===== src/sv/dmc_pkg.sv =====
// dmc_pkg: shared types, codes and helper functions of the depth-first maze carver
// no dependencies; used by the channel interfaces and every module of the block but dmc_cell_mem
package dmc_pkg;

    localparam int COORD_W = 6;
    localparam int PADDR_W = 3;
    localparam int PDATA_W = 32;

    // command codes
    localparam logic [1:0] CMD_RESTART = 2'd0;
    localparam logic [1:0] CMD_STEP    = 2'd1;
    localparam logic [1:0] CMD_READ    = 2'd2;

    // event codes
    localparam logic [1:0] EV_ADVANCE = 2'd0;
    localparam logic [1:0] EV_BACK    = 2'd1;
    localparam logic [1:0] EV_IDLE    = 2'd2;
    localparam logic [1:0] EV_READ    = 2'd3;

    // register select, taken from paddr[2]
    localparam logic REG_GRID_ROWS = 1'b0;
    localparam logic REG_GRID_COLS = 1'b1;

    localparam logic [COORD_W-1:0] GRID_RST = 6'd31;

    // bit positions in a cell word
    localparam int VIS_BIT   = 0;
    localparam int CARVE_BIT = 1;

    // neighbour order east, west, south, north
    localparam logic signed [7:0] STEP_DR [4] = '{8'sd0, 8'sd0, 8'sd2, -8'sd2};
    localparam logic signed [7:0] STEP_DC [4] = '{8'sd2, -8'sd2, 8'sd0, 8'sd0};
    localparam logic signed [7:0] WALL_DR [4] = '{8'sd0, 8'sd0, 8'sd1, -8'sd1};
    localparam logic signed [7:0] WALL_DC [4] = '{8'sd1, -8'sd1, 8'sd0, 8'sd0};

    typedef enum logic [2:0] {
        ST_CLEAR,
        ST_IDLE,
        ST_SCAN,
        ST_WAIT,
        ST_PICK,
        ST_QRY,
        ST_RESP
    } t_state;

    typedef struct packed {
        logic [1:0]         cmd;
        logic [7:0]         random_value;
        logic [COORD_W-1:0] query_row;
        logic [COORD_W-1:0] query_col;
    } t_req_item;

    typedef struct packed {
        logic [1:0]         event_res;
        logic [COORD_W-1:0] top_row;
        logic [COORD_W-1:0] top_col;
        logic [COORD_W-1:0] wall_row;
        logic [COORD_W-1:0] wall_col;
        logic               cell_open;
        logic               done_res;
    } t_rsp_item;

    typedef struct packed {
        logic [COORD_W-1:0] row;
        logic [COORD_W-1:0] col;
    } t_coord;

    typedef struct packed {
        logic [COORD_W-1:0] grid_rows;
        logic [COORD_W-1:0] grid_cols;
    } t_cfg;

    // value mod 3 by summing base-4 digits, then two conditional subtracts
    function automatic logic [1:0] mod3(input logic [7:0] v);
        logic [3:0] s;
        logic [2:0] t;
        s = 4'(v[1:0]) + 4'(v[3:2]) + 4'(v[5:4]) + 4'(v[7:6]);
        t = 3'(s[1:0]) + 3'(s[3:2]);
        if (t >= 3'd3) begin
            t = t - 3'd3;
        end
        if (t >= 3'd3) begin
            t = t - 3'd3;
        end
        return t[1:0];
    endfunction

    // random byte mod a candidate count of one to four
    function automatic logic [1:0] pick_index(input logic [7:0] v, input logic [2:0] n);
        logic [1:0] res;
        case (n)
            3'd2:    res = {1'b0, v[0]};
            3'd3:    res = mod3(v);
            3'd4:    res = v[1:0];
            default: res = 2'd0;
        endcase
        return res;
    endfunction

    // neighbour inside both the configured grid border and the store
    function automatic logic nb_ok(
        input logic signed [7:0] r,
        input logic signed [7:0] c,
        input logic [COORD_W-1:0] gr,
        input logic [COORD_W-1:0] gc,
        input int max_r,
        input int max_c
    );
        logic signed [7:0] lim_r;
        logic signed [7:0] lim_c;
        lim_r = $signed({2'b00, gr}) - 8'sd2;
        lim_c = $signed({2'b00, gc}) - 8'sd2;
        return (r >= 8'sd1) && (c >= 8'sd1) && (r <= lim_r) && (c <= lim_c)
            && (int'(r) < max_r) && (int'(c) < max_c);
    endfunction

endpackage


===== src/sv/dmc_cfg_regs.sv =====
// dmc_cfg_regs: apb register file holding the grid height and width
// depends on dmc_pkg for the register map and the t_cfg struct
module dmc_cfg_regs (
    input  logic                          i_clk,
    input  logic                          i_rst_n,
    input  logic                          psel,
    input  logic                          penable,
    input  logic                          pwrite,
    input  logic [dmc_pkg::PADDR_W-1:0]   paddr,
    input  logic [dmc_pkg::PDATA_W-1:0]   pwdata,
    output logic [dmc_pkg::PDATA_W-1:0]   prdata,
    output logic                          pready,
    output dmc_pkg::t_cfg                 o_cfg
);

    logic [dmc_pkg::COORD_W-1:0] r_grid_rows;
    logic [dmc_pkg::COORD_W-1:0] r_grid_cols;
    logic                        w_wr;

    assign w_wr   = psel && penable && pwrite;
    assign pready = 1'b1;

    always_ff @(posedge i_clk) begin
        if (!i_rst_n) begin
            r_grid_rows <= dmc_pkg::GRID_RST;
            r_grid_cols <= dmc_pkg::GRID_RST;
        end else if (w_wr) begin
            if (paddr[2] == dmc_pkg::REG_GRID_ROWS) begin
                r_grid_rows <= pwdata[dmc_pkg::COORD_W-1:0];
            end else begin
                r_grid_cols <= pwdata[dmc_pkg::COORD_W-1:0];
            end
        end
    end

    always_comb begin
        if (paddr[2] == dmc_pkg::REG_GRID_ROWS) begin
            prdata = dmc_pkg::PDATA_W'(r_grid_rows);
        end else begin
            prdata = dmc_pkg::PDATA_W'(r_grid_cols);
        end
    end

    assign o_cfg.grid_rows = r_grid_rows;
    assign o_cfg.grid_cols = r_grid_cols;

endmodule


===== config.mk =====
export PLATFORM = sky130hd
export DESIGN_NAME = dmc_cfg_regs
export DESIGN_NICKNAME = d
export VERILOG_FILES = /design/src/sv/dmc_pkg.sv /design/src/sv/dmc_cfg_regs.sv
export SDC_FILE = /design/constraint.sdc
export NUM_CORES = 1
export LEC_CHECK = 0
export BUFFER_PORTS_ARGS = -buffer_cell sky130_fd_sc_hd__buf_2
export CAP_MARGIN = 10
export CORE_ASPECT_RATIO = 1.1
export CORE_UTILIZATION = 35
export CTS_CLUSTER_SIZE = 40
export DETAILED_ROUTE_END_ITERATION = 16
export GPL_ROUTABILITY_DRIVEN = 0
export HOLD_SLACK_MARGIN = 0.15
export PLACE_DENSITY_LB_ADDON = 0.1
export SLEW_MARGIN = 20
export SYNTH_ARGS = -nofsm -noshare
export SYNTH_HDL_FRONTEND = slang
export SYNTH_SLANG_ARGS = --single-unit

===== constraint.sdc =====
create_clock -name i_clk -period 1.1 [get_ports i_clk]
set_input_delay 0.275 -clock i_clk [delete_from_list [all_inputs] [get_ports i_clk]]
set_output_delay 0.275 -clock i_clk [all_outputs]
set_load 0.005 [all_outputs]

* After elaboration in Yosys (flattened, before gate mapping)
Index checks and enable logic that the tools add are counted.
** Storage, ports and cells
- Register bits after elaboration :: 12
- Input port bits :: 40
- Output and inout port bits :: 45
** Cells by class
- Mux-type cells :: 1
- Bitwise gates (word level) :: 1
- Reductions and logical operators :: 4
** Operators with widths (number)
- $mux W6 :: 1
- $reduce_and A2 Y1 :: 2
- $logic_and A1 B1 Y1 :: 2
- $not A1 Y1 :: 1

* Depth between registers and ports, before layout
- Depth in word-level cells :: 3
- Gate-level depth with buffers :: 4
- Gate-level depth less buffers :: 2

* Worst setup path before layout
Ideal clock, no wire load.
- Path type :: input to output
- Start :: input port paddr[2] in the netlist's numbering
- End :: output port prdata[0] in the netlist's numbering
- Arrival time :: 0.711 ns
- Slack :: 0.114 ns
- Stages on the path :: 2
- Path buffers :: 1
- Cell sequence :: buf_6 mux2_2
** On the way
- Longest elaborated chain between the ends :: 1
** RTL lines
- from (decl) :: line dmc_cfg_regs.sv:9 : input logic [dmc_pkg::PADDR_W-1:0] paddr,
- $mux W6 :: line dmc_cfg_regs.sv:37 : if (paddr[2] == dmc_pkg::REG_GRID_ROWS) begin
- to (decl) :: line dmc_cfg_regs.sv:11 : output logic [dmc_pkg::PDATA_W-1:0] prdata,
No other way between the ends.

* Worst setup path in the final report
- Start :: register r_grid_rows[1] in the netlist's numbering
- End :: output port prdata[1] in the netlist's numbering
** On the way
- Longest elaborated chain between the ends :: 1
** RTL lines
- from (decl) :: line dmc_cfg_regs.sv:16 : logic [dmc_pkg::COORD_W-1:0] r_grid_rows;
- from (signal assigned) :: line dmc_cfg_regs.sv:25 : r_grid_rows <= dmc_pkg::GRID_RST;
- from (signal assigned) :: line dmc_cfg_regs.sv:29 : r_grid_rows <= pwdata[dmc_pkg::COORD_W-1:0];
- $mux W6 :: line dmc_cfg_regs.sv:37
No other way between the ends.

==> flow_summary.toml <==
[status]
status = "finished with violations"
violations = "setup timing"

[setup_path]
path_cells = "mux2_4 -> buf_6"
crit_type = "register to primary output"
crit_required_ns = 0.82
worstSetupStartpointType = "register"
reg2reg_from = "r_grid_rows[2]"
crit_fanout = 2
cpPeakStageDelay_ns = 0.33
crit_family = "flip-flops"
crit_arrival_ns = 0.99
worstSetupStartpoint = "r_grid_rows[1]"
cp-end-kind = "primary output"
rrSetupSlack_ns = 0.32
r2r_cells = 3
cp_slowest_cell = "dfxtp_2"
cp.depth = 2
worstSetupEndpoint = "prdata[1]"
path_buf_inv = 1
rr_endpoint = "r_grid_rows[2]"

[synthesis]
ys_types = 13
synth_area_sq_um = 820
postSynthCellCount = 83
yosys_warnings = 0
netlist.area_leader.share_pct = 29.3
synth.largest_area_cell = "dfxtp_1"
syn_area_per_cell_sq_um = 9.87
synth_area_leaders = "dfxtp_1 (29%), buf_4 (25%), mux2i_1 (15%)"
ys_ff_latch = 12
seq_area_frac_synth_pct = 29.3

[detailed_routing]
drt_pass1_iterations = 3
avgViaCountPerCell = 4.02
post-route-drc-count = 0
drt_iter0_markers = 2
drt-wirelength-per-cell_um = 10.1
ant_nets = 0
routed_wl_um = 1530
num_vias = 607

[placed_design]
port_buffers = 29
preCtsSetupSlack_ns = -0.154
hpwlAfterDp_um = 995

[die]
io_pins = 85
fp.dieH_um = 52.8
start_util_pct = 36.8
coreArea_sq_um = 2230
dieArea_sq_um = 2540
std_cell_rows = 18
die_x_um = 48.1

[clock_network]
path_clk_slew_ns = 0.07
hold_buffers = 0
cts-root-buf = "clkbuf_4"
cts_buffer_depth = 2
htreeDepth = 1
cts_tree = "built"
cts_buffers = 3
clock_sinks = 12
clock_latency_ns = 0.27

[power_and_ir_drop]
vdd_drop_max_uv = 562
p_leak_nw = 0.522
power_density_nw_per_um2 = 802

[global_routing]
antenna_found_initial = 0
grt_pass1_vias = 483
grt_first_pass_wirelength_um = 2060
grt_overflow = 0
grt_max_degree = 19
grt_usage_pct = 12.4

[cells_and_area]
drive_gt1_share_pct = 51.2
diodes = 0
final_nets = 163
final_common_cell = "conb_1"
area_growth_pct = 34.2
seqCellArea_sq_um = 254
multiInputGateArea_sq_um = 450
nFillCells = 229
final_cell_mix = "conb_1 (27), buf_6 (20), buf_2 (16)"

[sta]
setup_viol_count_final = 8
fin_tns_setup_ns = -1.00
period_share_pct = 115
skew_ns = 0
postLayoutSetupSlackWorst_ns = -0.163
grt_setup_unrepaired = "true"
fin_crit_ns = 1.26
fmax_mhz = 791
hold_viol_final = 0
slew_viol_final = 0

[worst_hold_path]
hold_class = "primary input to register"

[run]
cap_violations = 0
[through the flow]
| stage | hold slack [ns] | cell area, sq um | total power [mW] | instances | utilization [%] |
|---|---|---|---|---|---|
| finish | 0.268 | 1100 | 0.882 | 151 | 49.3 |
| detailed placement | 0.466 | 870 | 0.585 | 138 | 39.0 |
| floorplan | 0.439 | 913 | 0.609 | 108 | - |
| CTS | 0.270 | 1050 | 0.881 | 150 | 47.0 |
| global placement | 0.458 | 870 | 0.584 | 138 | 39.0 |
| global route | 0.280 | 1100 | 0.928 | 151 | 49.3 |
[routing by layer]
layer  global-route usage (%)  part of all wire (%)
met1                     14.1                    39
met2                     20.3                    53
met3                     2.07                   5.4
met4                     8.33                   2.4
met5                        0                     0
[timing repair]
item,CTS,global route
resized for setup,25,11
setup endpoints to repair,6,14
setup buffers,9,2
[synthesized netlist by cell type]
cell	count
conb_1	2
and4b_1	1
mux2_2	6
buf_6	1
clkbuf_2	1
nand2_1	3
buf_4	27
buf_8	1
dfxtp_1	12
nand4b_4	1
nor2b_1	15
mux2i_1	12
and4_4	1
[kinds of logic (layout without fill, tap and decap cells)]
family	Yosys count	count (layout)	synth area share, %
other cells	2	27	0.916
simple gates	21	21	18.3
flops	12	12	29.3
buf+inv	30	43	28.5
mux	18	18	22.9
[sequential cells by signal (all words and copies together), names as in the netlist]
signal / flops
r_grid_cols: 6
r_grid_rows: 6
[area by class of cell]
class	instances	area share (%)
Clock buffer	3	2.05
Tap cell	30	3.41
Sequential cell	12	23.1
Timing Repair Buffer	40	30.5
Multi-Input combinational cell	66	41.0
[how the worst min path moves through the flow]
stage,endpoint,start,depth (start not counted)
after CTS,r_grid_cols[0],pwdata[0],3
after global placement,r_grid_cols[5],r_grid_cols[5],2
after detailed placement,r_grid_cols[5],r_grid_cols[5],2
final,r_grid_cols[5],pwdata[5],3
after floorplan,r_grid_cols[5],pwdata[5],2
after global routing,r_grid_cols[5],pwdata[5],3
[worst register-to-register path, stage by stage, from the launching register on]
cell and delay [ns]:
dfxtp_2 0.33, buf_6 0.11, nor2b_1 0.12, mux2i_1 0.10
[power breakdown]
| part | leakage (nW) | internal, mW | switching, mW |
|---|---|---|---|
| Combinational | 0.414 | 0.0832 | 0.0755 |
| Clock | 0.0138 | 0.127 | 0.145 |
| Sequential | 0.0942 | 0.445 | 0.00648 |
| Total | 0.522 | 0.655 | 0.227 |
Note: power is estimated with default switching activity, not from simulation.
